`src/epoch_ms_to_civil_datetime_core_macros.svh`:
```
// Assertion macros shared by the epoch-to-civil conversion core.
`ifndef EPOCH_MS_TO_CIVIL_DATETIME_CORE_MACROS_SVH
`define EPOCH_MS_TO_CIVIL_DATETIME_CORE_MACROS_SVH

`ifndef SYNTH
// Same-cycle implication under an active-low reset.
`define EM2C_ASSERT_IMP(name, clk, rst_n, ante, cons, msg) \
  name: assert property (@(posedge clk) disable iff (!rst_n) (ante) |-> (cons)) \
    else $error(msg);
// Next-cycle implication under an active-low reset.
`define EM2C_ASSERT_NXT(name, clk, rst_n, ante, cons, msg) \
  name: assert property (@(posedge clk) disable iff (!rst_n) (ante) |=> (cons)) \
    else $error(msg);
`else
`define EM2C_ASSERT_IMP(name, clk, rst_n, ante, cons, msg)
`define EM2C_ASSERT_NXT(name, clk, rst_n, ante, cons, msg)
`endif

`endif

```
`src/em2c_pkg.sv`:
```
package em2c_pkg;

  // Number of register stages from request input to result output.
  localparam int unsigned StageCount = 14;

  // Milliseconds per day is 1024 * 84375; the low ten bits pass straight through.
  localparam logic [16:0] DayDivisor = 17'd84375;
  localparam logic [21:0] DayRecip   = 22'((64'd1 << 38) / 64'd84375);

  // Calendar constants for the March-based day count.
  localparam logic [21:0] DaysTo0301     = 22'd719468;
  localparam logic [17:0] DaysPerEra     = 18'd146097;
  localparam logic [4:0]  EraRecip       = 5'((64'd1 << 22) / 64'd146097);
  localparam logic [15:0] DaysPerCentury = 16'd36524;
  localparam logic [10:0] DaysPerQuad    = 11'd1461;
  localparam logic [5:0]  QuadRecip      = 6'((64'd1 << 16) / 64'd1461);
  localparam logic [8:0]  DaysPerYear    = 9'd365;

  localparam logic [8:0] YearsPerEra     = 9'd400;
  localparam logic [6:0] YearsPerCentury = 7'd100;
  localparam logic [2:0] YearsPerQuad    = 3'd4;

  // Time-of-day constants.
  localparam logic [9:0]  MsPerSec   = 10'd1000;
  localparam logic [17:0] SecRecip   = 18'((64'd1 << 27) / 64'd1000);
  localparam logic [11:0] SecPerHour = 12'd3600;
  localparam logic [5:0]  HourRecip  = 6'((64'd1 << 17) / 64'd3600);
  localparam logic [5:0]  SecPerMin  = 6'd60;
  localparam logic [6:0]  MinRecip   = 7'((64'd1 << 12) / 64'd60);

  // Month index codes within the March-based year.
  localparam logic [3:0] JanIdx        = 4'd10;
  localparam logic [3:0] LastIdx       = 4'd11;
  localparam logic [3:0] MarchMonth    = 4'd3;
  localparam logic [3:0] MonthsPerYear = 4'd12;

  // First day of each month, counted from the first of March.
  function automatic logic [8:0] month_start(input logic [3:0] idx);
    logic [8:0] start;
    unique case (idx)
      4'd0:    start = 9'd0;
      4'd1:    start = 9'd31;
      4'd2:    start = 9'd61;
      4'd3:    start = 9'd92;
      4'd4:    start = 9'd122;
      4'd5:    start = 9'd153;
      4'd6:    start = 9'd184;
      4'd7:    start = 9'd214;
      4'd8:    start = 9'd245;
      4'd9:    start = 9'd275;
      4'd10:   start = 9'd306;
      4'd11:   start = 9'd337;
      default: start = 9'd0;
    endcase
    return start;
  endfunction

endpackage

```
`src/epoch_ms_to_civil_datetime_core.sv`:
```
// Converts a count of milliseconds since 1970-01-01 00:00:00.000 into the
// proleptic Gregorian year, month, day, hour, minute, second and millisecond.
// The request channel carries epoch_ms_i under in_valid_i / in_stall_o; the
// result channel carries the seven calendar fields under out_valid_o /
// out_stall_i. A transfer happens on a rising edge with valid high and stall low.
// Each request gives exactly one result, in order.
// The core is a 14-stage pipeline, and one request can be taken in every
// cycle while in_stall_o is low. The depth is set by the chain of constant
// divisions (days, eras, quads; seconds, hours, minutes), each done as a
// reciprocal multiply, a multiply-back and a one-step correction in stages
// of their own.
// A stalled result holds its fields; empty stages still move up behind it, so
// requests keep being taken until every stage is full, and only then is
// in_stall_o raised.
// Reset clears all valid bits; no result is pending after reset.
`include "epoch_ms_to_civil_datetime_core_macros.svh"

module epoch_ms_to_civil_datetime_core (
  input  logic        clk_i,
  input  logic        rst_ni,
  input  logic        in_valid_i,
  output logic        in_stall_o,
  input  logic [47:0] epoch_ms_i,
  output logic        out_valid_o,
  input  logic        out_stall_i,
  output logic [13:0] year_o,
  output logic [3:0]  month_o,
  output logic [4:0]  day_o,
  output logic [4:0]  hour_o,
  output logic [5:0]  minute_o,
  output logic [5:0]  second_o,
  output logic [9:0]  millisecond_o
);
  import em2c_pkg::*;

  // Stage valid bits and per-stage advance enables.
  logic [StageCount-1:0] vld_q, vld_d, adv;

  // A stage moves on when it is empty or the stage after it moves on.
  always_comb begin
    adv[StageCount-1] = !vld_q[StageCount-1] || !out_stall_i;
    for (int k = StageCount - 2; k >= 0; k--) begin
      adv[k] = !vld_q[k] || adv[k+1];
    end
  end

  always_comb begin
    for (int k = 0; k < StageCount; k++) begin
      if (k == 0) begin
        vld_d[k] = adv[k] ? in_valid_i : vld_q[k];
      end else begin
        vld_d[k] = adv[k] ? vld_q[k-1] : vld_q[k];
      end
    end
  end

  always_ff @(posedge clk_i or negedge rst_ni) begin
    if (!rst_ni) begin
      vld_q <= '0;
    end else begin
      vld_q <= vld_d;
    end
  end

  assign in_stall_o  = !adv[0];
  assign out_valid_o = vld_q[StageCount-1];

  // Stage 1: partial products of (ms / 1024) times the day reciprocal.
  logic [53:0] s1_plo_q;
  logic [27:0] s1_phi_q;
  logic [27:0] s1_low_q;

  always_ff @(posedge clk_i) begin
    if (adv[0]) begin
      s1_plo_q <= 54'(epoch_ms_i[41:10]) * 54'(DayRecip);
      s1_phi_q <= 28'(epoch_ms_i[47:42]) * 28'(DayRecip);
      s1_low_q <= epoch_ms_i[27:0];
    end
  end

  // Stage 2: combine the partial products into the day count estimate.
  logic [59:0] s2_sum;
  logic [21:0] s2_q0_q;
  logic [27:0] s2_low_q;

  assign s2_sum = {s1_phi_q, 32'd0} + {6'd0, s1_plo_q};

  always_ff @(posedge clk_i) begin
    if (adv[1]) begin
      s2_q0_q  <= s2_sum[59:38];
      s2_low_q <= s1_low_q;
    end
  end

  // Stage 3: remainder of the estimate; only its low bits are needed.
  logic [21:0] s3_prod;
  logic [21:0] s3_q0_q;
  logic [17:0] s3_r_q;
  logic [9:0]  s3_ms_q;

  assign s3_prod = s2_q0_q * 22'(DayDivisor);

  always_ff @(posedge clk_i) begin
    if (adv[2]) begin
      s3_q0_q <= s2_q0_q;
      s3_r_q  <= s2_low_q[27:10] - s3_prod[17:0];
      s3_ms_q <= s2_low_q[9:0];
    end
  end

  // Stage 4: correct the day count, rebase it to 0000-03-01 and form ms of day.
  logic        s4_fix;
  logic [17:0] s4_rem;
  logic [21:0] s4_dnum_q;
  logic [26:0] s4_msd_q;

  assign s4_fix = s3_r_q >= 18'(DayDivisor);
  assign s4_rem = s3_r_q - (s4_fix ? 18'(DayDivisor) : 18'd0);

  always_ff @(posedge clk_i) begin
    if (adv[3]) begin
      s4_dnum_q <= s3_q0_q + (s4_fix ? DaysTo0301 + 22'd1 : DaysTo0301);
      s4_msd_q  <= {s4_rem[16:0], s3_ms_q};
    end
  end

  // Stage 5: estimates of the era and of the second of the day.
  logic [26:0] s5_eprod;
  logic [44:0] s5_sprod;
  logic [4:0]  s5_eq_q;
  logic [16:0] s5_sq_q;
  logic [21:0] s5_dnum_q;
  logic [26:0] s5_msd_q;

  assign s5_eprod = 27'(s4_dnum_q) * 27'(EraRecip);
  assign s5_sprod = 45'(s4_msd_q) * 45'(SecRecip);

  always_ff @(posedge clk_i) begin
    if (adv[4]) begin
      s5_eq_q   <= s5_eprod[26:22];
      s5_sq_q   <= s5_sprod[43:27];
      s5_dnum_q <= s4_dnum_q;
      s5_msd_q  <= s4_msd_q;
    end
  end

  // Stage 6: remainders of both estimates.
  logic [18:0] s6_eback;
  logic [10:0] s6_sback;
  logic [4:0]  s6_eq_q;
  logic [16:0] s6_sq_q;
  logic [18:0] s6_er_q;
  logic [10:0] s6_sr_q;

  assign s6_eback = 19'(s5_eq_q) * 19'(DaysPerEra);
  assign s6_sback = 11'(s5_sq_q) * 11'(MsPerSec);

  always_ff @(posedge clk_i) begin
    if (adv[5]) begin
      s6_eq_q <= s5_eq_q;
      s6_sq_q <= s5_sq_q;
      s6_er_q <= s5_dnum_q[18:0] - s6_eback;
      s6_sr_q <= s5_msd_q[10:0] - s6_sback;
    end
  end

  // Stage 7: correct era / day of era and second of day / millisecond.
  logic        s7_efix, s7_sfix;
  logic [4:0]  s7_era_q;
  logic [17:0] s7_doe_q;
  logic [16:0] s7_sod_q;
  logic [9:0]  s7_milli_q;

  assign s7_efix = s6_er_q >= 19'(DaysPerEra);
  assign s7_sfix = s6_sr_q >= 11'(MsPerSec);

  always_ff @(posedge clk_i) begin
    if (adv[6]) begin
      s7_era_q   <= s6_eq_q + 5'(s7_efix);
      s7_doe_q   <= 18'(s6_er_q - (s7_efix ? 19'(DaysPerEra) : 19'd0));
      s7_sod_q   <= s6_sq_q + 17'(s7_sfix);
      s7_milli_q <= 10'(s6_sr_q - (s7_sfix ? 11'(MsPerSec) : 11'd0));
    end
  end

  // Stage 8: century of the era, clamped to three; hour estimate.
  logic [1:0]  s8_cen;
  logic [17:0] s8_cbase;
  logic [22:0] s8_hprod;
  logic [1:0]  s8_cen_q;
  logic [15:0] s8_doe2_q;
  logic [4:0]  s8_hq_q;
  logic [16:0] s8_sod_q;
  logic [4:0]  s8_era_q;
  logic [9:0]  s8_milli_q;

  always_comb begin
    s8_cen = 2'd0;
    if (s7_doe_q >= 18'(DaysPerCentury)) begin
      s8_cen = 2'd1;
    end
    if (s7_doe_q >= 18'(DaysPerCentury) * 18'd2) begin
      s8_cen = 2'd2;
    end
    if (s7_doe_q >= 18'(DaysPerCentury) * 18'd3) begin
      s8_cen = 2'd3;
    end
  end

  assign s8_cbase = 18'(s8_cen) * 18'(DaysPerCentury);
  assign s8_hprod = 23'(s7_sod_q) * 23'(HourRecip);

  always_ff @(posedge clk_i) begin
    if (adv[7]) begin
      s8_cen_q   <= s8_cen;
      s8_doe2_q  <= 16'(s7_doe_q - s8_cbase);
      s8_hq_q    <= s8_hprod[21:17];
      s8_sod_q   <= s7_sod_q;
      s8_era_q   <= s7_era_q;
      s8_milli_q <= s7_milli_q;
    end
  end

  // Stage 9: quad estimate; hour remainder.
  logic [21:0] s9_qprod;
  logic [12:0] s9_hback;
  logic [4:0]  s9_qq_q;
  logic [15:0] s9_doe2_q;
  logic [4:0]  s9_hq_q;
  logic [12:0] s9_hr_q;
  logic [4:0]  s9_era_q;
  logic [1:0]  s9_cen_q;
  logic [9:0]  s9_milli_q;

  assign s9_qprod = 22'(s8_doe2_q) * 22'(QuadRecip);
  assign s9_hback = 13'(s8_hq_q) * 13'(SecPerHour);

  always_ff @(posedge clk_i) begin
    if (adv[8]) begin
      s9_qq_q    <= s9_qprod[20:16];
      s9_doe2_q  <= s8_doe2_q;
      s9_hq_q    <= s8_hq_q;
      s9_hr_q    <= s8_sod_q[12:0] - s9_hback;
      s9_era_q   <= s8_era_q;
      s9_cen_q   <= s8_cen_q;
      s9_milli_q <= s8_milli_q;
    end
  end

  // Stage 10: quad remainder; corrected hour and second of hour.
  logic [11:0] s10_qback;
  logic        s10_hfix;
  logic [4:0]  s10_qq_q;
  logic [11:0] s10_qr_q;
  logic [4:0]  s10_hour_q;
  logic [11:0] s10_rem_q;
  logic [4:0]  s10_era_q;
  logic [1:0]  s10_cen_q;
  logic [9:0]  s10_milli_q;

  assign s10_qback = 12'(s9_qq_q) * 12'(DaysPerQuad);
  assign s10_hfix  = s9_hr_q >= 13'(SecPerHour);

  always_ff @(posedge clk_i) begin
    if (adv[9]) begin
      s10_qq_q    <= s9_qq_q;
      s10_qr_q    <= s9_doe2_q[11:0] - s10_qback;
      s10_hour_q  <= s9_hq_q + 5'(s10_hfix);
      s10_rem_q   <= 12'(s9_hr_q - (s10_hfix ? 13'(SecPerHour) : 13'd0));
      s10_era_q   <= s9_era_q;
      s10_cen_q   <= s9_cen_q;
      s10_milli_q <= s9_milli_q;
    end
  end

  // Stage 11: corrected quad and day of quad; minute estimate.
  logic        s11_qfix;
  logic [18:0] s11_mprod;
  logic [4:0]  s11_quad_q;
  logic [10:0] s11_d3_q;
  logic [5:0]  s11_mq_q;
  logic [11:0] s11_rem_q;
  logic [4:0]  s11_era_q;
  logic [1:0]  s11_cen_q;
  logic [4:0]  s11_hour_q;
  logic [9:0]  s11_milli_q;

  assign s11_qfix  = s10_qr_q >= 12'(DaysPerQuad);
  assign s11_mprod = 19'(s10_rem_q) * 19'(MinRecip);

  always_ff @(posedge clk_i) begin
    if (adv[10]) begin
      s11_quad_q  <= s10_qq_q + 5'(s11_qfix);
      s11_d3_q    <= 11'(s10_qr_q - (s11_qfix ? 12'(DaysPerQuad) : 12'd0));
      s11_mq_q    <= s11_mprod[17:12];
      s11_rem_q   <= s10_rem_q;
      s11_era_q   <= s10_era_q;
      s11_cen_q   <= s10_cen_q;
      s11_hour_q  <= s10_hour_q;
      s11_milli_q <= s10_milli_q;
    end
  end

  // Stage 12: year of quad, clamped to three, and day of year; minute remainder.
  logic [1:0]  s12_yi;
  logic [6:0]  s12_mback;
  logic [1:0]  s12_yi_q;
  logic [8:0]  s12_doy_q;
  logic [13:0] s12_ybase_q;
  logic [4:0]  s12_quad_q;
  logic [5:0]  s12_mq_q;
  logic [6:0]  s12_mr_q;
  logic [4:0]  s12_hour_q;
  logic [9:0]  s12_milli_q;

  always_comb begin
    s12_yi = 2'd0;
    if (s11_d3_q >= 11'(DaysPerYear)) begin
      s12_yi = 2'd1;
    end
    if (s11_d3_q >= 11'(DaysPerYear) * 11'd2) begin
      s12_yi = 2'd2;
    end
    if (s11_d3_q >= 11'(DaysPerYear) * 11'd3) begin
      s12_yi = 2'd3;
    end
  end

  assign s12_mback = 7'(s11_mq_q) * 7'(SecPerMin);

  always_ff @(posedge clk_i) begin
    if (adv[11]) begin
      s12_yi_q    <= s12_yi;
      s12_doy_q   <= 9'(s11_d3_q - 11'(s12_yi) * 11'(DaysPerYear));
      s12_ybase_q <= 14'(s11_era_q) * 14'(YearsPerEra)
                   + 14'(s11_cen_q) * 14'(YearsPerCentury);
      s12_quad_q  <= s11_quad_q;
      s12_mq_q    <= s11_mq_q;
      s12_mr_q    <= s11_rem_q[6:0] - s12_mback;
      s12_hour_q  <= s11_hour_q;
      s12_milli_q <= s11_milli_q;
    end
  end

  // Stage 13: month index from the table of month starts; corrected minute.
  logic [3:0]  s13_midx;
  logic        s13_mfix;
  logic [3:0]  s13_midx_q;
  logic [8:0]  s13_doy_q;
  logic [13:0] s13_year_q;
  logic [4:0]  s13_hour_q;
  logic [5:0]  s13_minute_q;
  logic [5:0]  s13_second_q;
  logic [9:0]  s13_milli_q;

  always_comb begin
    s13_midx = 4'd0;
    for (int i = 1; i <= int'(LastIdx); i++) begin
      if (s12_doy_q >= month_start(4'(i))) begin
        s13_midx = 4'(i);
      end
    end
  end

  assign s13_mfix = s12_mr_q >= 7'(SecPerMin);

  always_ff @(posedge clk_i) begin
    if (adv[12]) begin
      s13_midx_q   <= s13_midx;
      s13_doy_q    <= s12_doy_q;
      s13_year_q   <= s12_ybase_q + 14'(s12_quad_q) * 14'(YearsPerQuad) + 14'(s12_yi_q);
      s13_hour_q   <= s12_hour_q;
      s13_minute_q <= s12_mq_q + 6'(s13_mfix);
      s13_second_q <= 6'(s12_mr_q - (s13_mfix ? 7'(SecPerMin) : 7'd0));
      s13_milli_q  <= s12_milli_q;
    end
  end

  // Stage 14: output register; January and February belong to the next year.
  logic        s14_jan;
  logic [13:0] year_q;
  logic [3:0]  month_q;
  logic [4:0]  day_q;
  logic [4:0]  hour_q;
  logic [5:0]  minute_q;
  logic [5:0]  second_q;
  logic [9:0]  milli_q;

  assign s14_jan = s13_midx_q >= JanIdx;

  always_ff @(posedge clk_i) begin
    if (adv[13]) begin
      year_q   <= s13_year_q + 14'(s14_jan);
      month_q  <= s14_jan ? s13_midx_q + MarchMonth - MonthsPerYear
                          : s13_midx_q + MarchMonth;
      day_q    <= 5'(s13_doy_q - month_start(s13_midx_q) + 9'd1);
      hour_q   <= s13_hour_q;
      minute_q <= s13_minute_q;
      second_q <= s13_second_q;
      milli_q  <= s13_milli_q;
    end
  end

  assign year_o        = year_q;
  assign month_o       = month_q;
  assign day_o         = day_q;
  assign hour_o        = hour_q;
  assign minute_o      = minute_q;
  assign second_o      = second_q;
  assign millisecond_o = milli_q;

  // A taken request always lands in the first stage.
  `EM2C_ASSERT_NXT(a_accept_fills, clk_i, rst_ni, in_valid_i && !in_stall_o, vld_q[0], "request lost at entry")
  // Requests are refused only when every stage holds an item.
  `EM2C_ASSERT_IMP(a_stall_full, clk_i, rst_ni, in_stall_o, &vld_q, "stall raised with an empty stage")
  // Every divider correction leaves its field in range.
  `EM2C_ASSERT_IMP(a_out_range, clk_i, rst_ni, out_valid_o, month_o >= 4'd1 && month_o <= 4'd12 && day_o >= 5'd1 && hour_o <= 5'd23 && minute_o <= 6'd59 && second_o <= 6'd59 && millisecond_o <= 10'd999, "result field out of range")
  // February never runs past the leap day.
  `EM2C_ASSERT_IMP(a_feb_len, clk_i, rst_ni, out_valid_o && month_o == 4'd2, day_o <= 5'd29, "February day out of range")

endmodule
```
`config.mk`:
```
export PLATFORM = sky130hd
export DESIGN_NAME = epoch_ms_to_civil_datetime_core
export DESIGN_NICKNAME = d
export VERILOG_FILES = /design/src/em2c_pkg.sv /design/src/epoch_ms_to_civil_datetime_core.sv
export VERILOG_INCLUDE_DIRS = /design/src /design/src/src
export SDC_FILE = /design/constraint.sdc
export NUM_CORES = 2
export LEC_CHECK = 0
export ABC_AREA = 1
export BUFFER_PORTS_ARGS = -buffer_cell sky130_fd_sc_hd__clkbuf_2
export CAP_MARGIN = 20
export CORE_MARGIN = 8
export CORE_UTILIZATION = 40
export DETAILED_ROUTE_END_ITERATION = 8
export SYNTH_ARGS = -nofsm -noshare
export SYNTH_HDL_FRONTEND = slang
export SYNTH_SLANG_ARGS = --single-unit
```
`constraint.sdc`:
```
create_clock -name clk_i -period 9.26 [get_ports clk_i]
set_input_delay 0.926 -clock clk_i [delete_from_list [all_inputs] [get_ports clk_i]]
set_output_delay 0.926 -clock clk_i [all_outputs]
set_load 0.01 [all_outputs]
```
==> run_summary.xml <==
<?xml version="1.0" encoding="UTF-8"?>
<metrics>
  <group name="status">
    <metric name="outcome" unit="">complete, no violations</metric>
  </group>
  <group name="sta">
    <metric name="worst_relative_slew_slack" unit="">0.440</metric>
    <metric name="tightest_slew" unit="ps">832</metric>
    <metric name="finalCriticalPeriod" unit="ps">6090</metric>
    <metric name="min_period_over_period" unit="">0.657</metric>
    <metric name="setup_viol" unit="">0</metric>
    <metric name="rsz0062_at_grt" unit="">no</metric>
    <metric name="report.final.hold_viol_count" unit="">0</metric>
    <metric name="setup-tns-final" unit="ps">0</metric>
    <metric name="fin_hold_ws" unit="ps">176</metric>
    <metric name="fin_worst_skew" unit="ps">30.3</metric>
    <metric name="final_max_slew_viol_count" unit="">0</metric>
    <metric name="max_freq" unit="GHz">0.164</metric>
  </group>
  <group name="floorplan">
    <metric name="row_count" unit="">149</metric>
    <metric name="initial_utilization" unit="">0.401</metric>
    <metric name="fp.dieArea" unit="mm²">0.178</metric>
    <metric name="pin_count" unit="">104</metric>
    <metric name="core_area" unit="mm²">0.164</metric>
    <metric name="dieHeight" unit="µm">422</metric>
    <metric name="floorplan.die.width" unit="µm">422</metric>
  </group>
  <group name="detailed_routing">
    <metric name="via_per_inst" unit="">4.86</metric>
    <metric name="detail_route.drc_violations" unit="">0</metric>
    <metric name="route.detailed.wl_per_inst" unit="µm">15.8</metric>
    <metric name="detailedRoute.firstIterationViolations" unit="">2357</metric>
    <metric name="dr_total_vias" unit="">44963</metric>
    <metric name="count_of_tritonroute_iterations_in_the_first_routing_pass" unit="">6</metric>
    <metric name="routed_wl" unit="mm">146</metric>
    <metric name="route.antenna.remaining_nets" unit="">0</metric>
  </group>
  <group name="worst_setup_path">
    <metric name="arrival" unit="ps">6510</metric>
    <metric name="crit_start" unit="">epoch_ms_i[26]</metric>
    <metric name="crit_slowest_cell" unit="">sky130_fd_sc_hd__fa_1</metric>
    <metric name="terminus_of_the_critical_flop_to_flop_path" unit="">s5_sq_q[6]$_DFFE_PP_</metric>
    <metric name="required" unit="ps">9690</metric>
    <metric name="timing.reg2reg.setup_slack" unit="ps">4110</metric>
    <metric name="timing.reg2reg.worst_path_depth" unit="">17</metric>
    <metric name="critical_path.startpoint_type" unit="">input port</metric>
    <metric name="critPathTopFamily" unit="">adder cells</metric>
    <metric name="rr_startpoint" unit="">s4_msd_q[7]$_DFFE_PP_</metric>
    <metric name="crit_path_max_fanout" unit="">7</metric>
    <metric name="critPathBufInv" unit="">6</metric>
    <metric name="path_cells" unit="">clkbuf_2, ha_1, fa_1, inv_1, fa_1, inv_1, fa_1, fa_1, fa_1, inv_1, fa_1, inv_1, ha_1, nand2_1, inv_1, a21oi_1, o21ai_0, a21boi_0, nand3_1, nand2_1, nand2_1</metric>
    <metric name="critical-path-max-stage-delay" unit="ps">630</metric>
    <metric name="nature_of_the_critical_path_endpoint" unit="">register</metric>
    <metric name="timing_worst_setup_path_type" unit="">input port to register</metric>
    <metric name="crit_path_frequent_cell" unit="">sky130_fd_sc_hd__fa_1</metric>
  </group>
  <group name="synth">
    <metric name="synth.cell_area" unit="mm²">0.0659</metric>
    <metric name="synth_fp_nets" unit="">8327</metric>
    <metric name="async_flop_share" unit="">0.0186</metric>
    <metric name="post_synth_main_area_contributors" unit="">sky130_fd_sc_hd__edfxtp_1 34%, sky130_fd_sc_hd__ha_1 18%, sky130_fd_sc_hd__fa_1 16%, sky130_fd_sc_hd__inv_1 9.1%, sky130_fd_sc_hd__nand2_1 6.2%</metric>
    <metric name="syn_avg_cell_area" unit="µm²">9.70</metric>
    <metric name="ys_seq_area_frac" unit="">0.342</metric>
    <metric name="yosys_top_cell_by_area" unit="">sky130_fd_sc_hd__edfxtp_1</metric>
    <metric name="synth_enable_flop_cells" unit="">738</metric>
    <metric name="postSynthRegisterBits" unit="">752</metric>
    <metric name="syn-instance-count" unit="">6793</metric>
    <metric name="synth_top_area_frac" unit="">0.336</metric>
    <metric name="post_synth_num_cell_types" unit="">56</metric>
    <metric name="post_synth_top_flop" unit="">sky130_fd_sc_hd__edfxtp_1</metric>
    <metric name="yosys_warnings" unit="">0</metric>
  </group>
  <group name="worst_hold_path">
    <metric name="hp_class" unit="">input port to asynchronous set/reset pin</metric>
  </group>
  <group name="clock_network">
    <metric name="numCtsBuffers" unit="">86</metric>
    <metric name="clockBufferDepth" unit="">3</metric>
    <metric name="cts_resized" unit="">0</metric>
    <metric name="cts.sink_count" unit="">752</metric>
    <metric name="path_clk_slew" unit="ps">60</metric>
    <metric name="cts_tree" unit="">yes</metric>
    <metric name="h-tree-depth" unit="">3</metric>
    <metric name="ctsRootBufferMaster" unit="">sky130_fd_sc_hd__clkbuf_16</metric>
    <metric name="cts_hold_buffers" unit="">0</metric>
    <metric name="postCtsSetupRepairBufs" unit="">0</metric>
    <metric name="clk-insertion-delay-late" unit="ps">690</metric>
  </group>
  <group name="placed_design">
    <metric name="place.port_buffers" unit="">103</metric>
    <metric name="dpl.hpwl" unit="mm">123</metric>
    <metric name="gp_routability_congestion" unit="">0.928</metric>
  </group>
  <group name="job">
    <metric name="timing.max_cap.violations" unit="">0</metric>
  </group>
  <group name="grt">
    <metric name="maximum_number_of_pins_on_one_net_before_global_route_repair" unit="">57</metric>
    <metric name="grt_antenna_before_repair" unit="">1</metric>
    <metric name="globalRouteTotalUtil" unit="">0.164</metric>
    <metric name="wire_length_of_the_first_global_routing_pass" unit="mm">241</metric>
    <metric name="grt_pass1_vias" unit="">46525</metric>
    <metric name="grt-ovfl-total" unit="">0</metric>
  </group>
  <group name="finish">
    <metric name="drive_above_1_share" unit="">0.0408</metric>
    <metric name="antenna_diode_count" unit="">0</metric>
    <metric name="finish.net_count" unit="">8530</metric>
    <metric name="utilization" unit="">0.439</metric>
    <metric name="area_growth_syn_to_layout" unit="%">9.41</metric>
  </group>
</metrics>
## metal layers
layer | wire length (µm) | global-route usage | up-vias
li1 | - | - | 22339
met5 | 0 | 0 | -
met4 | 4230 | 0.0493 | 0
met3 | 4870 | 0.0185 | 201
met1 | 64200 | 0.205 | 21629
met2 | 72900 | 0.297 | 794
## cell type report
cell class,instances,area [µm²]
clock buffers,108,2290
clock inverters,47,483
fillers,15660,92200
inverters,1602,6010
multi-input cells,4437,37400
flip-flops and latches,752,22500
well taps,2189,2740
repair buffers,117,671
## how the worst max path moves through the flow
stage | to | cells after the start
finish | s1_plo_q[42]$_DFFE_PN_ | 21
floorplan | in_stall_o | 8
CTS | s1_plo_q[53]$_DFFE_PN_ | 20
global placement | s1_plo_q[53]$_DFFE_PN_ | 20
detailed placement | s1_plo_q[52]$_DFFE_PN_ | 22
global route | s1_plo_q[53]$_DFFE_PN_ | 20
## sequential cells by signal, indices dropped and copies added (netlist names), 14 cells and up
register	flops
s2_q0_q	22
s8_doe2_q	16
s3_q0_q	22
vld_q	14
s13_year_q	14
s5_sq_q	17
s7_doe_q	18
s4_msd_q	27
s4_dnum_q	22
s1_plo_q	20
s3_r_q	18
s1_low_q	28
s6_sq_q	17
s6_er_q	19
s2_low_q	28
s1_phi_q	26
s7_sod_q	17
year_o	14
s5_dnum_q	19
## cells in the mapped netlist, types with 3 or more instances
master and n:
sky130_fd_sc_hd__nor3_1 62, sky130_fd_sc_hd__edfxtp_1 738, sky130_fd_sc_hd__xnor2_1 86, sky130_fd_sc_hd__or2_2 13
sky130_fd_sc_hd__o21ai_1 5, sky130_fd_sc_hd__o211ai_1 12, sky130_fd_sc_hd__a21boi_0 10, sky130_fd_sc_hd__xor2_1 234
sky130_fd_sc_hd__o21ai_0 188, sky130_fd_sc_hd__fa_1 532, sky130_fd_sc_hd__o21bai_1 30, sky130_fd_sc_hd__dfrtp_1 14
sky130_fd_sc_hd__nand2_1 1090, sky130_fd_sc_hd__nand4_4 3, sky130_fd_sc_hd__nor2_1 409, sky130_fd_sc_hd__inv_1 1601
sky130_fd_sc_hd__o31ai_1 7, sky130_fd_sc_hd__nor3b_1 3, sky130_fd_sc_hd__o21a_1 8, sky130_fd_sc_hd__a31oi_1 22
sky130_fd_sc_hd__nand3_1 235, sky130_fd_sc_hd__nand3b_1 21, sky130_fd_sc_hd__and2_1 5, sky130_fd_sc_hd__ha_1 950
sky130_fd_sc_hd__nand4_1 90, sky130_fd_sc_hd__nor4_1 16, sky130_fd_sc_hd__a21oi_1 334, sky130_fd_sc_hd__a21o_1 36
## cells in the final DEF, fill, tap and decap left out, drive strengths merged, types with 10 or more instances in the layout
master and n:
o21bai 30, nand4 94, buf 14, fa 532, xnor2 86, a31oi 22
ha 950, dfrtp 14, edfxtp 738, o21ai 195, nand3b 21, o211ai 12
clkbuf 211, or2 13, a21o 36, xor2 234, a21oi 335, nand2 1091
a21boi 10, inv 1612, nor4 17, nor2 414, clkinv 28, nand3 237
nor3 63
## worst register-to-register path: stages (launching register included)
cell and delay (ps):
sky130_fd_sc_hd__edfxtp_1 760, sky130_fd_sc_hd__ha_1 370, sky130_fd_sc_hd__ha_1 200, sky130_fd_sc_hd__inv_1 70, sky130_fd_sc_hd__fa_1 400, sky130_fd_sc_hd__fa_1 490, sky130_fd_sc_hd__inv_1 50, sky130_fd_sc_hd__fa_1 500
sky130_fd_sc_hd__fa_1 490, sky130_fd_sc_hd__ha_1 350, sky130_fd_sc_hd__a21oi_1 220, sky130_fd_sc_hd__o21ai_0 150, sky130_fd_sc_hd__a21boi_0 340, sky130_fd_sc_hd__nor2_1 110, sky130_fd_sc_hd__nor2_1 180, sky130_fd_sc_hd__nand2_1 80
sky130_fd_sc_hd__nand2_1 60, sky130_fd_sc_hd__nand2_1 70
## stage by stage
step	cells	setup WS, ps	cell area [µm²]
6_report	9252	3170	72100
3_5_place_dp	9093	2480	69200
4_1_cts	9248	3230	72000
2_1_floorplan	6793	3280	65900
3_3_place_gp	9093	2500	69200
5_1_grt	9252	2950	72100
## logic make-up after synthesis
logic type,count (synthesis),synth area share
AO/OA/AOI/OAI,670,0.0562
adder cells (fa/ha/maj),1482,0.342
AND/OR/NAND/NOR,1965,0.126
flip-flops,752,0.342
buffers and inverters,1604,0.0914
XOR/XNOR,320,0.0425
Power is not shown: default switching activity piles up to over one toggle a cycle in this logic, so the estimate is an artifact.
